--- src/hdl/utf8_to_utf16_transcoder_assert.svh ---
// Assertion macros shared by the queue and output-side modules.
`ifndef UTF8_TO_UTF16_TRANSCODER_ASSERT_SVH
`define UTF8_TO_UTF16_TRANSCODER_ASSERT_SVH

// The consequent must hold in the same cycle as the antecedent.
`define UTT_ASSERT_NOW(name, ante, cons, msg) \
  name: assert property (@(posedge clk) disable iff (rst) (ante) |-> (cons)) \
    else $error(msg);

// The consequent must hold in the cycle after the antecedent.
`define UTT_ASSERT_NEXT(name, ante, cons, msg) \
  name: assert property (@(posedge clk) disable iff (rst) (ante) |=> (cons)) \
    else $error(msg);

`endif

--- src/hdl/utt_pkg.sv ---
// Types and constants of the UTF-8 to UTF-16 transcoder.
package utt_pkg;

  // One input beat: a raw UTF-8 byte and its end-of-string mark.
  typedef struct packed {
    logic [7:0] byte_in;
    logic       string_end;
  } utf8_beat_t;

  // One output beat: a UTF-16 code unit or a status result.
  typedef struct packed {
    logic [15:0] code_unit;
    logic        has_unit;
    logic        bad_input;
    logic        end_of_string;
    logic        last;
  } utf16_beat_t;

  // A classified byte waiting for the output side: one or two results.
  typedef struct packed {
    logic [15:0] unit_a;
    logic [15:0] unit_b;
    logic        pair;
    logic        has_unit;
    logic        bad;
    logic        eos;
  } utt_job_t;

  // Lead byte class limits.
  localparam logic [7:0] ASCII_MAX = 8'h7F;
  localparam logic [7:0] CONT_MAX  = 8'hBF;
  localparam logic [7:0] LEAD2_MAX = 8'hDF;
  localparam logic [7:0] LEAD3_MAX = 8'hEF;
  localparam logic [7:0] LEAD4_MAX = 8'hF7;

  // Code point limits.
  localparam logic [20:0] SURR_LO   = 21'h00D800;
  localparam logic [20:0] SURR_HI   = 21'h00DFFF;
  localparam logic [20:0] CP_MAX    = 21'h10FFFF;
  localparam logic [20:0] BMP_MAX   = 21'h00FFFF;
  localparam logic [20:0] SUPP_BASE = 21'h010000;

  // Surrogate pair bases.
  localparam logic [15:0] UNIT_HI_BASE = 16'hD800;
  localparam logic [15:0] UNIT_LO_BASE = 16'hDC00;

endpackage

--- src/hdl/utt_front.sv ---
// Front end: accepts UTF-8 bytes, tracks the sequence state and classifies each byte.
module utt_front import utt_pkg::*; (
  input  logic       clk,
  input  logic       rst,
  input  logic       byte_valid,
  output logic       byte_ready,
  input  utf8_beat_t byte_beat,
  output logic       push,
  output utt_job_t   push_job,
  input  logic       room
);

  logic [20:0] pcp, pcp_next;
  logic [1:0]  rem, rem_next;
  logic        disc, disc_next;

  logic        accept;
  logic        emit;
  logic        err;
  logic        done;
  logic [20:0] cp;
  logic [20:0] shifted;
  logic [20:0] ofs;
  logic [7:0]  b;
  logic        eos;

  assign byte_ready = room;
  assign accept     = byte_valid && room;
  assign push       = accept && emit;

  // Decode one byte against the current sequence state.
  always_comb begin
    b         = byte_beat.byte_in;
    eos       = byte_beat.string_end;
    pcp_next  = pcp;
    rem_next  = rem;
    disc_next = disc;
    err       = 1'b0;
    done      = 1'b0;
    cp        = '0;
    emit      = 1'b0;
    push_job  = '0;
    ofs       = '0;
    shifted   = {pcp[14:0], b[5:0]};
    if (disc) begin
      // After an error only the string's last byte gives a marker.
      if (eos) begin
        disc_next    = 1'b0;
        pcp_next     = '0;
        rem_next     = '0;
        emit         = 1'b1;
        push_job.eos = 1'b1;
      end
    end else begin
      if (rem == 2'd0) begin
        if (b <= ASCII_MAX) begin
          cp   = {13'd0, b};
          done = 1'b1;
        end else if (b <= CONT_MAX) begin
          err = 1'b1;
        end else if (b <= LEAD2_MAX) begin
          pcp_next = {16'd0, b[4:0]};
          rem_next = 2'd1;
        end else if (b <= LEAD3_MAX) begin
          pcp_next = {17'd0, b[3:0]};
          rem_next = 2'd2;
        end else if (b <= LEAD4_MAX) begin
          pcp_next = {18'd0, b[2:0]};
          rem_next = 2'd3;
        end else begin
          err = 1'b1;
        end
      end else begin
        if (b[7:6] != 2'b10) begin
          err = 1'b1;
        end else begin
          pcp_next = shifted;
          rem_next = rem - 2'd1;
          if (rem == 2'd1) begin
            done = 1'b1;
            cp   = shifted;
          end
        end
      end

      // A string that stops mid-sequence, or a value that is no scalar.
      if (!err && !done && eos) begin
        err = 1'b1;
      end
      if (done && ((cp >= SURR_LO && cp <= SURR_HI) || cp > CP_MAX)) begin
        err = 1'b1;
      end

      if (err) begin
        pcp_next     = '0;
        rem_next     = '0;
        disc_next    = !eos;
        emit         = 1'b1;
        push_job.bad = 1'b1;
        push_job.eos = eos;
      end else if (done) begin
        pcp_next          = '0;
        rem_next          = '0;
        emit              = 1'b1;
        push_job.has_unit = 1'b1;
        push_job.eos      = eos;
        if (cp <= BMP_MAX) begin
          push_job.unit_a = cp[15:0];
        end else begin
          ofs             = cp - SUPP_BASE;
          push_job.pair   = 1'b1;
          push_job.unit_a = UNIT_HI_BASE | {6'd0, ofs[19:10]};
          push_job.unit_b = UNIT_LO_BASE | {6'd0, ofs[9:0]};
        end
      end else if (eos) begin
        // Not reachable: a last byte that completes nothing is an error.
        emit = 1'b0;
      end
    end
  end

  // Sequence state advances on every accepted beat.
  always_ff @(posedge clk) begin
    if (rst) begin
      pcp  <= '0;
      rem  <= '0;
      disc <= 1'b0;
    end else if (accept) begin
      pcp  <= pcp_next;
      rem  <= rem_next;
      disc <= disc_next;
    end
  end

endmodule

--- src/hdl/utt_queue.sv ---
// Short queue of classified jobs between the front end and the output side.
module utt_queue import utt_pkg::*; #(
  parameter int DEPTH = 4
) (
  input  logic     clk,
  input  logic     rst,
  input  logic     push,
  input  utt_job_t push_job,
  output logic     room,
  input  logic     pop,
  output logic     job_valid,
  output utt_job_t head_job
);

`include "utf8_to_utf16_transcoder_assert.svh"

  localparam int PW = (DEPTH > 1) ? $clog2(DEPTH) : 1;
  localparam int CW = $clog2(DEPTH + 1);

  utt_job_t        entries [DEPTH];
  logic [PW-1:0]   wr_ptr;
  logic [PW-1:0]   rd_ptr;
  logic [CW-1:0]   count;

  assign room      = (count != CW'(DEPTH));
  assign job_valid = (count != '0);
  assign head_job  = entries[rd_ptr];

  // Storage write.
  always_ff @(posedge clk) begin
    if (push) begin
      entries[wr_ptr] <= push_job;
    end
  end

  // Pointers and fill count.
  always_ff @(posedge clk) begin
    if (rst) begin
      wr_ptr <= '0;
      rd_ptr <= '0;
      count  <= '0;
    end else begin
      if (push) begin
        wr_ptr <= (wr_ptr == PW'(DEPTH - 1)) ? '0 : wr_ptr + PW'(1);
      end
      if (pop) begin
        rd_ptr <= (rd_ptr == PW'(DEPTH - 1)) ? '0 : rd_ptr + PW'(1);
      end
      if (push && !pop) begin
        count <= count + CW'(1);
      end else if (pop && !push) begin
        count <= count - CW'(1);
      end
    end
  end

  `UTT_ASSERT_NOW(a_push_has_room, push, room, "job pushed into a full queue")
  `UTT_ASSERT_NOW(a_pop_not_empty, pop, job_valid, "job popped from an empty queue")
  `UTT_ASSERT_NEXT(a_count_grows, push && !pop, count == $past(count) + CW'(1), "count lost a push")

endmodule

--- src/hdl/utt_back.sv ---
// Output side: turns each job into one or two result beats behind an output register.
module utt_back import utt_pkg::*; (
  input  logic        clk,
  input  logic        rst,
  input  logic        job_valid,
  input  utt_job_t    head_job,
  output logic        pop,
  output logic        utf16_valid,
  input  logic        utf16_ready,
  output utf16_beat_t utf16_beat
);

`include "utf8_to_utf16_transcoder_assert.svh"

  logic        out_valid;
  utf16_beat_t out_beat;
  logic        pend;
  logic [15:0] pend_unit;
  logic        pend_eos;
  logic        load_ok;

  assign load_ok     = !out_valid || utf16_ready;
  assign pop         = load_ok && !pend && job_valid;
  assign utf16_valid = out_valid;
  assign utf16_beat  = out_beat;

  // Output register and the second half of a surrogate pair.
  always_ff @(posedge clk) begin
    if (rst) begin
      out_valid <= 1'b0;
      pend      <= 1'b0;
    end else if (load_ok) begin
      if (pend) begin
        out_valid <= 1'b1;
        pend      <= 1'b0;
      end else if (job_valid) begin
        out_valid <= 1'b1;
        pend      <= head_job.pair;
      end else begin
        out_valid <= 1'b0;
      end
    end
  end

  // Payload of the output beat.
  always_ff @(posedge clk) begin
    if (load_ok) begin
      if (pend) begin
        out_beat.code_unit     <= pend_unit;
        out_beat.has_unit      <= 1'b1;
        out_beat.bad_input     <= 1'b0;
        out_beat.end_of_string <= pend_eos;
        out_beat.last          <= 1'b1;
      end else if (job_valid) begin
        out_beat.code_unit     <= head_job.unit_a;
        out_beat.has_unit      <= head_job.has_unit;
        out_beat.bad_input     <= head_job.bad;
        out_beat.end_of_string <= head_job.eos && !head_job.pair;
        out_beat.last          <= !head_job.pair;
        pend_unit              <= head_job.unit_b;
        pend_eos               <= head_job.eos;
      end
    end
  end

  `UTT_ASSERT_NOW(a_pend_behind_out, pend, out_valid, "pair half pending with no beat shown")
  `UTT_ASSERT_NOW(a_no_pop_while_pend, pend, !pop, "job popped while a pair half waits")
  `UTT_ASSERT_NEXT(a_out_held, out_valid && !utf16_ready, utf16_valid && $stable(utf16_beat), "stalled beat changed")

endmodule

--- src/hdl/utf8_to_utf16_transcoder.sv ---
// Top level of the UTF-8 to UTF-16 transcoder.
//
//   channel  | role    | handshake                 | payload
//   utf8     | in      | utf8_valid / utf8_ready   | utf8_beat_t  (byte_in, string_end)
//   utf16    | out     | utf16_valid / utf16_ready | utf16_beat_t (code_unit, flags)
//
// One byte is taken per cycle while the job queue has room; its results pass
// through the queue and the output register. A surrogate pair gives two beats from
// the single output register; the job queue (QUEUE_DEPTH entries) absorbs this.
// utf8_ready drops only while the job queue is full.
// Synchronous active-high reset clears the sequence state, the queue and the
// output register.
module utf8_to_utf16_transcoder import utt_pkg::*; #(
  parameter int QUEUE_DEPTH = 4
) (
  input  logic        clk,
  input  logic        rst,
  input  logic        utf8_valid,
  output logic        utf8_ready,
  input  utf8_beat_t  utf8_beat,
  output logic        utf16_valid,
  input  logic        utf16_ready,
  output utf16_beat_t utf16_beat
);

  logic     push;
  utt_job_t push_job;
  logic     room;
  logic     pop;
  logic     job_valid;
  utt_job_t head_job;

  // Byte decoding and classification.
  utt_front u_front (
    .clk        (clk),
    .rst        (rst),
    .byte_valid (utf8_valid),
    .byte_ready (utf8_ready),
    .byte_beat  (utf8_beat),
    .push       (push),
    .push_job   (push_job),
    .room       (room)
  );

  // Job queue between decoding and output.
  utt_queue #(
    .DEPTH (QUEUE_DEPTH)
  ) u_queue (
    .clk       (clk),
    .rst       (rst),
    .push      (push),
    .push_job  (push_job),
    .room      (room),
    .pop       (pop),
    .job_valid (job_valid),
    .head_job  (head_job)
  );

  // Result beats.
  utt_back u_back (
    .clk         (clk),
    .rst         (rst),
    .job_valid   (job_valid),
    .head_job    (head_job),
    .pop         (pop),
    .utf16_valid (utf16_valid),
    .utf16_ready (utf16_ready),
    .utf16_beat  (utf16_beat)
  );

endmodule

--- config.mk ---
export PLATFORM = sky130hd
export DESIGN_NAME = utf8_to_utf16_transcoder
export DESIGN_NICKNAME = d
export VERILOG_FILES = /design/src/hdl/utt_pkg.sv /design/src/hdl/utt_front.sv /design/src/hdl/utt_queue.sv /design/src/hdl/utt_back.sv /design/src/hdl/utf8_to_utf16_transcoder.sv
export VERILOG_INCLUDE_DIRS = /design/src /design/src/hdl
export SDC_FILE = /design/constraint.sdc
export NUM_CORES = 1
export LEC_CHECK = 0
export BUFFER_PORTS_ARGS = -buffer_cell sky130_fd_sc_hd__buf_2
export CAP_MARGIN = 10
export CELL_PAD_IN_SITES_DETAIL_PLACEMENT = 0
export CELL_PAD_IN_SITES_GLOBAL_PLACEMENT = 2
export CORE_MARGIN = 5
export CORE_UTILIZATION = 45
export CTS_CLUSTER_DIAMETER = 40
export CTS_CLUSTER_SIZE = 30
export DETAILED_ROUTE_END_ITERATION = 10
export PLACE_DENSITY_LB_ADDON = 0.1
export SLEW_MARGIN = 5
export SYNTH_ARGS = -nofsm -noshare
export SYNTH_HDL_FRONTEND = slang
export SYNTH_SLANG_ARGS = --single-unit
--- constraint.sdc ---
create_clock -name clk -period 3.7 [get_ports clk]
set_input_delay 0.74 -clock clk [delete_from_list [all_inputs] [get_ports clk]]
set_output_delay 0.74 -clock clk [all_outputs]
set_load 0.02 [all_outputs]
# Word-level counts from Yosys, hierarchy flattened
# Memories as Yosys holds them, arrays and structs flattened. A register that Yosys moved wholly into a read port is not among the register bits.
# Index checks and enable logic that the tools add are counted.
# Widths: inputs -> output; s select.
classes:
  mux: 73
  add_sub_neg: 6
  reduce_logical: 28
  bitwise_logic: 1
  magnitude_cmp: 9
  n_eq_ne: 10
ops:
  columns: ["operator", "n"]
  rows:
  - ["$mux 15", 11]
  - ["$mux 21", 4]
  - ["$mux 34", 2]
  - ["$le 21x16->1 const B", 2]
  - ["$mux 20", 2]
  - ["$mux 35", 1]
  - ["$mux 1", 33]
  - ["$le 8x8->1 const B", 4]
  - ["$mux 2", 15]
  - ["$ge 21x16->1 const B", 1]
  - ["$gt 21x21->1 const B", 1]
  - ["$sub 20x17->20 const B", 1]
  - ["$mux 17", 1]
  - ["$mux 16", 1]
  - ["$logic_and 1x1->1", 11]
  - ["$ne 5x4->1 const B", 2]
  - ["$le 8x7->1 const B", 1]
  - ["$logic_not 1->1", 8]
  - ["$mux 8", 1]
  - ["$ne 7x6->1 const B", 1]
  - ["$mux 3", 2]
  - ["$reduce_and 6->1", 1]
  - ["$ne 5x3->1 const B", 1]
  - ["$add 2x1->2 const B", 2]
  - ["14 further kinds", 18]
word_totals:
  mem_count: 1
  ramBits: 144
  ff_bits: 64
mem_list:
  columns: ["memory", "words", "word_bits", "rd", "rd_clocked_by_memory_dff", "wr", "line", "text"]
  rows:
  - ["u_queue.entries", 4, 36, 1, 1, 1, "utt_queue.sv:20", "utt_job_t entries [DEPTH];"]

# Logic depth before layout (Yosys ltp)
# Gate-level depths: netlist of the first run.
depth:
  ltp_word: 21
  mapped_depth: 13

# By module
# Synthesis of the first run repeated with hierarchy kept, for this count alone.
unflattened:
  hier_cells: 516
  area_unflattened_um2: 8770.9
by_module_without_submodules:
  columns: ["mod", "area_each_um2", "cells_per_inst", "instances"]
  rows:
  - ["utt_queue", 5690.5, 233, 1]
  - ["utt_front", 1556.5, 209, 1]
  - ["utt_back", 1524.0, 74, 1]

# Worst setup path after synthesis of the first run
# Ideal clock, no wire load.
synth_timing:
  kind: "input port to flip-flop"
  from: "input utf8_beat[8] (netlist bit)"
  to: "memory u_queue.entries[0][11] (netlist bit) (data pin)"
  setup_slack_ns: 0.427
  t_arrival_ns: 3.067
  required_ns: 3.494
  stages: 12
  setup_time_ns: 0.206
  path_cell_list: "buf_2 > nor4bb_1 > buf_2 > buf_1 > nand2_1 > ha_1 > inv_1 > o211ai_1 > or2_1 > a32o_1 > buf_6 > nor4_2"
synth_lines:
  columns: ["element", "line", "text"]
  rows:
  - ["start: declaration", "utf8_to_utf16_transcoder.sv:20", "input utf8_beat_t utf8_beat,"]
  - ["end: declaration", "utt_queue.sv:20", null]

==> impl_metrics.tcl, run 1 <==
set metrics [dict create \
    status "finished, final reports clean" \
    synthTopCellsByArea "edfxtp_1, mux4_2, dfxtp_1" \
    maxCapViolCount 0 \
    peakVddDrop_mv 0.334 \
    wl_per_cell_um 21.5 \
    htreeDepth 4 \
    numPortBuffers 34 \
    initial_core_util_pct 45.4 \
    ys_ff_latch 181 \
    required_ps 3880 \
    synth.most_common_cell "edfxtp_1" \
    cpPeakStageDelay_ps 460 \
    track_usage_pct 17.4 \
    cp_max_fo 18 \
    slew_headroom_pct 50.1 \
    cts_hold_buf 0 \
    p_leak_uw 0.00299 \
    area_delta_synth_final_pct 13.1 \
    drtIter0Drc 233 \
    io_pins 35 \
    worstSetupStartpointType "primary input" \
    cts_tree "yes" \
    die_h_um 141 \
    multi_input_area_sq_mm 0.00240 \
    endpoint_kind "flop" \
    p_per_area_mw_per_mm2 674 \
    path_cells "buf_2 > nor4bb_2 > buf_4 > nand2_1 > ha_1 > inv_1 > nor4_1 > nand3_1 > a31o_1 > buf_4 > nor4_2" \
    top_layer_used "met4" \
    post-cts-setup-buffer-count 0 \
    hpwl_um 10800 \
    synth_area_per_cell_sq_um 15.8 \
    wl_met1_um 7760 \
    rows 48 \
    ys_top_cells_by_count "edfxtp_1, mux4_2, dfxtp_1" \
    yosys_warnings 0 \
    dp_cells 741 \
    antenna_found_initial 0 \
    rsz0062_at_grt "no" \
    clock.fmax_mhz 319 \
    syn_nets 513 \
    avgViaCountPerCell 5.69 \
    min_path_type "reg -> reg" \
    wl_um 16600 \
    p_total_uw 5920 \
    cts.sinks 181 \
    routabilityCongestion 0.968 \
    syn_inst 492 \
    grt_max_degree 31 \
    ys_async_sr_fraction_pct 0 \
    critPathKind "in -> reg" \
    final_util_pct 51.3 \
    clk_pin_slew_ps 70 \
    critPathBufInv 4 \
    yosysTopAreaCell "edfxtp_1" \
    arrival_ps 3320 \
    route.met2.wl_um 8020 \
    final_cells 773 \
    diodes 0 \
    synth.distinct_cells 64 \
    fin_nets 556 \
    wl_met3_um 634 \
    crit_family "simple AND/OR/NAND/NOR gates" \
    grt_pass1_vias 4457 \
    drive_above_1_share_pct 28.5 \
    finClkSkew_ps 8.95 \
    cts-resized-gates 0 \
    via_count 4399 \
    cpMostUsedCell "buf_4" \
    syn_area_sq_mm 0.00777 \
    die_area_sq_mm 0.0200 \
    tns_ps 0 \
    grt_pass1_wl_um 26100 \
    root_buffer "clkbuf_16" \
    n_fill_cell 1469 \
    seq_area_sq_mm 0.00515 \
    dp_slack_ps 206 \
    synth_ff_type "edfxtp_1" \
    setup_viol 0 \
    setup_slack_ps 563 \
    synth_edf_count 152 \
    hold_violations 0 \
    drv_slew 0 \
    seq_area_frac_synth_pct 66.2 \
    numCtsBuffers 17 \
    tightest_slew_ps 749 \
    synth_top_area_share_pct 58.8 \
    cp_slowest_cell "a31o_1" \
    min_period_ps 3140 \
    insertion_delay_ps 420 \
    cts_buffer_depth 2 \
    ant_nets 0 \
    die_w_um 141 \
    overflow 0 \
    firstDrtPassIters 5 \
    min_period_over_period_pct 84.8 \
    drc 0 \
    core_area_sq_mm 0.0171 \
]
==> cells in the final DEF, fill, tap and decap left out, types with 3 or more instances in the layout <==
cell type,count
or2_2,3
nand3_1,8
clkinv_2,4
and3_1,3
buf_2,34
a32o_1,3
edfxtp_1,152
a22o_1,13
mux2i_1,3
nor2_1,18
and2_1,6
nor2b_1,6
buf_4,18
nand2_1,17
nand4b_1,4
inv_1,24
nor4_1,6
ha_1,7
o21ai_0,10
mux2_2,11
a21oi_1,8
or3_1,6
nor4_2,9
nor3_1,8
dfxtp_1,28
a211oi_2,10
nand2b_1,4
o211ai_1,10
mux4_2,30
a211oi_1,7
nand4_1,8
clkbuf_16,17
==> per-stage QoR <==
| stage | cell area [sq um] | hold slack, ps |
|---|---|---|
| after floorplan | 7770 | 456 |
| after global placement | 8230 | 485 |
| after detailed placement | 8230 | 491 |
| after CTS | 8780 | 503 |
| after global routing | 8780 | 532 |
| final | 8780 | 502 |
==> cell type report <==
| class | count | area share [%] |
|---|---|---|
| Clock inverter | 14 | 1.44 |
| Inverter | 24 | 1.03 |
| Clock buffer | 18 | 4.89 |
| Timing Repair Buffer | 52 | 3.48 |
| Multi-Input combinational cell | 259 | 27.4 |
| Sequential cell | 181 | 58.6 |
| Tap cell | 225 | 3.21 |
==> registers in the layout (all words and copies together), names as in the netlist, named ones only <==
signal / cells
u_front.pcp: 15
u_queue.rd_ptr: 2
u_back.pend_eos: 1
u_queue.wr_ptr: 2
u_queue.entries: 120
u_front.rem: 2
u_back.utf16_beat: 20
u_queue.count: 3
u_back.pend_unit: 11
u_back.pend: 1
u_back.utf16_valid: 1
u_front.disc: 1
==> logic make-up after synthesis <==
group / synth area share (%)
flip-flops: 66.2
AND/OR/NAND/NOR: 10.2
AO/OA/AOI/OAI: 8.04
buffers and inverters: 3.00
multiplexers: 10.7
adder cells (fa/ha/maj): 1.39
XOR/XNOR: 0.451
==> power breakdown <==
group	internal (uW)	leakage, uW	switching (uW)
clock	934	0.000272	771
sequential	2640	0.00179	112
combinational	599	0.000931	859
total	4180	0.00299	1740
==> per-layer routing <==
metal | global-route usage, % | vias up
met5 | 0 | -
met4 | 5.25 | 0
met3 | 3.40 | 13
met2 | 27.6 | 107
met1 | 24.8 | 2216
li1 | - | 2063
==> final timing paths <==
path / start / endpoint / slack [ps] / cells after the start
min: u_queue.wr_ptr[1] / u_queue.wr_ptr[1] / 500 / 2
min reg2reg: u_queue.wr_ptr[1] / u_queue.wr_ptr[1] / 500 / 2
max: utf8_beat[8] / u_queue.entries[2][5] / 560 / 11
max reg2reg: u_front.rem[0] / u_queue.entries[2][5] / 590 / 9
==> worst min-delay path, delay by kind of cell (launching register included) <==
family / cells / cell delay, ps
AND/OR/NAND/NOR: 1 / 60
flip-flops: 1 / 340
multiplexers: 1 / 50
(Power assumes the default switching activity.)
==> inputs of run 2 (changes only) <==
--- a/config.mk
+++ b/config.mk
@@ -11,7 +11,7 @@
 export CELL_PAD_IN_SITES_DETAIL_PLACEMENT = 0
 export CELL_PAD_IN_SITES_GLOBAL_PLACEMENT = 2
 export CORE_MARGIN = 5
-export CORE_UTILIZATION = 45
+export CORE_UTILIZATION = 41
 export CTS_CLUSTER_DIAMETER = 40
 export CTS_CLUSTER_SIZE = 30
 export DETAILED_ROUTE_END_ITERATION = 10
==> constraint.sdc (replaced) <==
create_clock -name clk -period 2.87 [get_ports clk]
set_input_delay 0.574 -clock clk [delete_from_list [all_inputs] [get_ports clk]]
set_output_delay 0.574 -clock clk [all_outputs]
set_load 0.02 [all_outputs]
==> impl_metrics.tcl, run 2 (same netlist as run 1, synthesis figures left out) <==
set metrics [dict create \
    cp_slowest_cell "nor4_1" \
    clk_pin_slew_ps 70 \
    p_per_area_mw_per_mm2 842 \
    ant_nets 0 \
    finClkSkew_ps 13.0 \
    layout_common_cells "edfxtp_1, buf_4, buf_2" \
    core_area_sq_mm 0.0187 \
    routabilityCongestion 0.840 \
    largest_register_ffs 120 \
    hpwl_um 12000 \
    drv_slew 0 \
    arrival_ps 3020 \
    antenna_found_initial 0 \
    hold_violations 0 \
    peakVddDrop_mv 0.391 \
    die_h_um 148 \
    wl_um 17900 \
    min_period_over_period_pct 95.0 \
    grt_pass1_wl_um 28300 \
    numPortBuffers 34 \
    avgViaCountPerCell 5.50 \
    final_cells 828 \
    maxCapViolCount 0 \
    worstSetupStartpointType "flop" \
    firstDrtPassIters 4 \
    area_delta_synth_final_pct 20.3 \
    post-cts-setup-buffer-count 0 \
    track_usage_pct 17.4 \
    regMostFlops "u_queue.entries" \
    die_area_sq_mm 0.0218 \
    path_cells "nor4bb_2 > buf_4 > nand2_1 > ha_1 > inv_1 > o211ai_1 > o311ai_1 > nand3_1 > buf_4 > nor4_1 > buf_4" \
    rows 50 \
    initial_core_util_pct 41.5 \
    root_buffer "clkbuf_16" \
    critPathKind "reg -> reg" \
    wl_per_cell_um 21.6 \
    drtIter0Drc 279 \
    overflow 0 \
    endpoint_kind "flop" \
    required_ps 3160 \
    timing.reg2reg.setup_slack_ps 140 \
    diodes 0 \
    status "finished, final reports clean" \
    tightest_slew_ps 537 \
    numCtsBuffers 17 \
    p_leak_uw 0.00327 \
    grt_pass1_vias 4837 \
    slew_headroom_pct 64.0 \
    htreeDepth 4 \
    min_path_type "in -> reg" \
    min_period_ps 2730 \
    setup_viol 0 \
    insertion_delay_ps 430 \
    cts_buffer_depth 2 \
    cpPeakStageDelay_ps 430 \
    drc 0 \
    io_pins 35 \
    die_w_um 148 \
    rsz0062_at_grt "no" \
    via_count 4551 \
    cts.sinks 181 \
    grt_max_degree 31 \
    cts_tree "yes" \
    dp_cells 796 \
    whs_ps 427 \
    drive_above_1_share_pct 34.7 \
    cpMostUsedCell "buf_4" \
    fin_nets 602 \
    layout_commonest_cell "edfxtp_1" \
    clock.fmax_mhz 367 \
    cp_max_fo 6 \
]
## run 2: power breakdown
group | total (uW) | internal, uW | switching [uW]
Clock | 2310 | 1300 | 1010
Sequential | 3540 | 3410 | 134
Combinational | 2010 | 858 | 1150
Total | 7860 | 5570 | 2300
## run 2: final cells by class
cell class                      count  area [sq um]
Sequential cell                   181          5150
Clock buffer                       19           433
Fill cell                        1614          9360
Tap cell                          234           293
Timing Repair Buffer               98           738
Clock inverter                     13           149
Inverter                           24          90.1
Multi-Input combinational cell    259          2490
## run 2: worst paths after layout
kind,from,end,cells after the start
worst max-delay path,u_front.rem[0],u_queue.entries[2][26],11
worst min-delay path,utf8_beat[3],u_front.pcp[2],2
worst max register to register,u_front.rem[0],u_queue.entries[2][26],11
worst min register to register,u_queue.wr_ptr[1],u_queue.wr_ptr[1],2
## run 2: repair_timing
action	CTS	global route
setup endpoints to repair	0	4
hold buffers	0	0
gates resized for setup	0	1
## run 2: critical path: cells and delay by family (launching register included)
kind | cells | cell delay [ps]
adders and majority gates | 1 | 240
AOI/OAI and AO/OA | 2 | 380
buffers and inverters | 4 | 660
DFF | 1 | 340
and+or+nand+nor | 4 | 970
## run 2: layer usage
layer,vias up,routed length [um],GRT usage (%)
li1,2141,-,-
met4,0,206,4.85
met3,15,444,3.16
met1,2319,8640,24.3
met5,-,0,0
met2,76,8600,28.2
## run 2: per-stage QoR
step	cell area, sq um	util [%]	setup WS, ps	total power (uW)	TNS (ps)
6_report	9340	49.9	143	7860	0
5_1_grt	9340	49.9	8.33	8280	0
4_1_cts	9340	49.9	59.3	7990	0
3_5_place_dp	8750	46.8	-299	5680	-11140
3_3_place_gp	8750	46.8	-220	5640	-4850
2_1_floorplan	7870	-	-21.3	4950	-340
==> inputs of run 3 (changes only) <==
--- a/config.mk
+++ b/config.mk
@@ -15,7 +15,7 @@
 export CTS_CLUSTER_DIAMETER = 40
 export CTS_CLUSTER_SIZE = 30
 export DETAILED_ROUTE_END_ITERATION = 10
-export PLACE_DENSITY_LB_ADDON = 0.1
+export PLACE_DENSITY_LB_ADDON = 0.3
 export SLEW_MARGIN = 5
 export SYNTH_ARGS = -nofsm -noshare
 export SYNTH_HDL_FRONTEND = slang
==> impl_metrics.tcl, run 3 (same netlist as run 1, synthesis figures left out) <==
set metrics [dict create \
    status "finished, final reports clean" \
    drv_slew 0 \
    multi_input_area_sq_mm 0.00251 \
    numPortBuffers 34 \
    crit_end "u_queue.entries[3][28]" \
    setup_slack_ps 121 \
    drc 0 \
    fin_nets 597 \
    die_h_um 148 \
    min_period_ps 2750 \
    internal_power_uw 5520 \
    cts_hold_buf 0 \
    min_path_type "in -> reg" \
    timing.reg2reg.setup_slack_ps 120 \
    p_seq_share_pct 45.7 \
    grt_max_degree 31 \
    overflow 0 \
    rows 50 \
    layout_commonest_cell "edfxtp_1" \
    grt_pass1_vias 4724 \
    area_delta_synth_final_pct 19.8 \
    cp_slowest_cell "nor4bb_2" \
    tightest_slew_ps 644 \
    crit_family "simple AND/OR/NAND/NOR gates" \
    regMostFlops "u_queue.entries" \
    endpoint_kind "flop" \
    die_w_um 148 \
    r2r_end "u_queue.entries[3][28]" \
    track_usage_pct 16.4 \
    htreeDepth 4 \
    clk_pin_slew_ps 60 \
    slew_headroom_pct 56.9 \
    final_cell_area_sq_mm 0.00930 \
    ff2ff_path_depth 9 \
    setup.worst_path.start "u_front.rem[1]" \
    routabilityCongestion 0.880 \
    layout_common_cells "edfxtp_1, buf_4, buf_2" \
    critPathKind "reg -> reg" \
    place_area_sq_mm 0.00872 \
    via_count 4505 \
    tns_ps 0 \
    cts_tree "yes" \
    peakVddDrop_mv 0.409 \
    cts.sinks 181 \
    switching_share_pct 28.6 \
    root_buffer "clkbuf_16" \
    initial_core_util_pct 41.5 \
    path_cells "nor4bb_2 > nand2_1 > ha_1 > inv_1 > o211ai_1 > o311ai_1 > nand3_2 > buf_4 > a211oi_2" \
    rsz0062_at_grt "yes" \
    wl_per_cell_um 20.7 \
    final_cells 822 \
    drtIter0Drc 279 \
    insertion_delay_ps 420 \
    seq_area_sq_mm 0.00515 \
    path_depth 9 \
    io_pins 35 \
    largest_register_ffs 120 \
    p_per_area_mw_per_mm2 831 \
    arrival_ps 2950 \
    hold_path_depth 2 \
    finClkSkew_ps 10.5 \
    firstDrtPassIters 4 \
    hold_violations 0 \
    combPwrFrac_pct 25.6 \
    power.switching_uw 2210 \
    clkPwrFrac_pct 28.6 \
    p_leak_uw 0.00322 \
    post-cts-setup-buffer-count 0 \
    numCtsBuffers 17 \
    required_ps 3070 \
    grt_pass1_wl_um 27000 \
    r2r-start "u_front.rem[1]" \
    dp_slack_ps -303 \
    p_total_uw 7730 \
    die_area_sq_mm 0.0218 \
    hpwl_um 11600 \
    wl_um 17000 \
    critPathBufInv 2 \
    n_fill_cell 1565 \
    core_area_sq_mm 0.0187 \
    drive_above_1_share_pct 34.2 \
    setup_viol 0 \
    cts-resized-gates 0 \
    cpPeakStageDelay_ps 460 \
    maxCapViolCount 0 \
    min_period_over_period_pct 95.8 \
    dp_cells 791 \
    avgViaCountPerCell 5.48 \
    clock.fmax_mhz 364 \
    ant_nets 0 \
    cts_buffer_depth 2 \
    worstSetupStartpointType "flop" \
    antenna_found_initial 0 \
    cp_max_fo 8 \
    diodes 0 \
]
## run 3: changes by cell type in the layout (fill, tap and decap cells not counted), moves of 2 or more
cell | before | now
buf_4 | 57 | 52
clkinv_1 | 0 | 3
clkbuf_1 | 2 | 0
clkinv_4 | 2 | 0
clkinvlp_4 | 1 | 3
inv_8 | 2 | 0
nor4_1 | 6 | 4
nor4_2 | 0 | 2
## run 3: worst min-delay path by stage
stage,from,to
4_1_cts,utf8_beat[3],u_front.pcp[2]
2_1_floorplan,u_front.pcp[14],u_front.pcp[14]
6_report,utf8_beat[3],u_front.pcp[2]
3_3_place_gp,u_queue.wr_ptr[1],u_queue.wr_ptr[1]
3_5_place_dp,u_front.pcp[14],u_front.pcp[14]
5_1_grt,utf8_beat[3],u_front.pcp[2]
## run 3: power groups by stage
stage	logic [uW]	registers [uW]	clock network [uW]
floorplan	1160	3790	0
global placement	1990	3570	0
detailed placement	2030	3600	0
CTS	2040	3540	2270
global route	2180	3570	2380
finish	1980	3530	2210
## run 3: through the flow
step	utilization [%]	hold slack, ps
4_1_cts	49.6	409
6_report	49.7	430
3_3_place_gp	46.6	481
3_5_place_dp	46.6	504
5_1_grt	49.7	419
2_1_floorplan	-	456
## run 3: final cells by class
cell class	instances	share of cell area, %
flip-flops and latches	181	55.3
inverters	24	0.968
clock inverters	14	1.45
repair buffers	93	7.53
clock buffers	17	4.57
well taps	234	3.15
multi-input cells	259	27.0
## run 3: layer usage
layer | global-route usage [%] | wire length, um | up-vias | part of all wire, %
met3 | 2.97 | 426 | 19 | 2.5
met5 | 0 | 0 | - | 0
met1 | 22.6 | 7990 | 2274 | 47
li1 | - | - | 2139 | -
met4 | 4.43 | 202 | 0 | 1.2
met2 | 27.1 | 8360 | 73 | 49
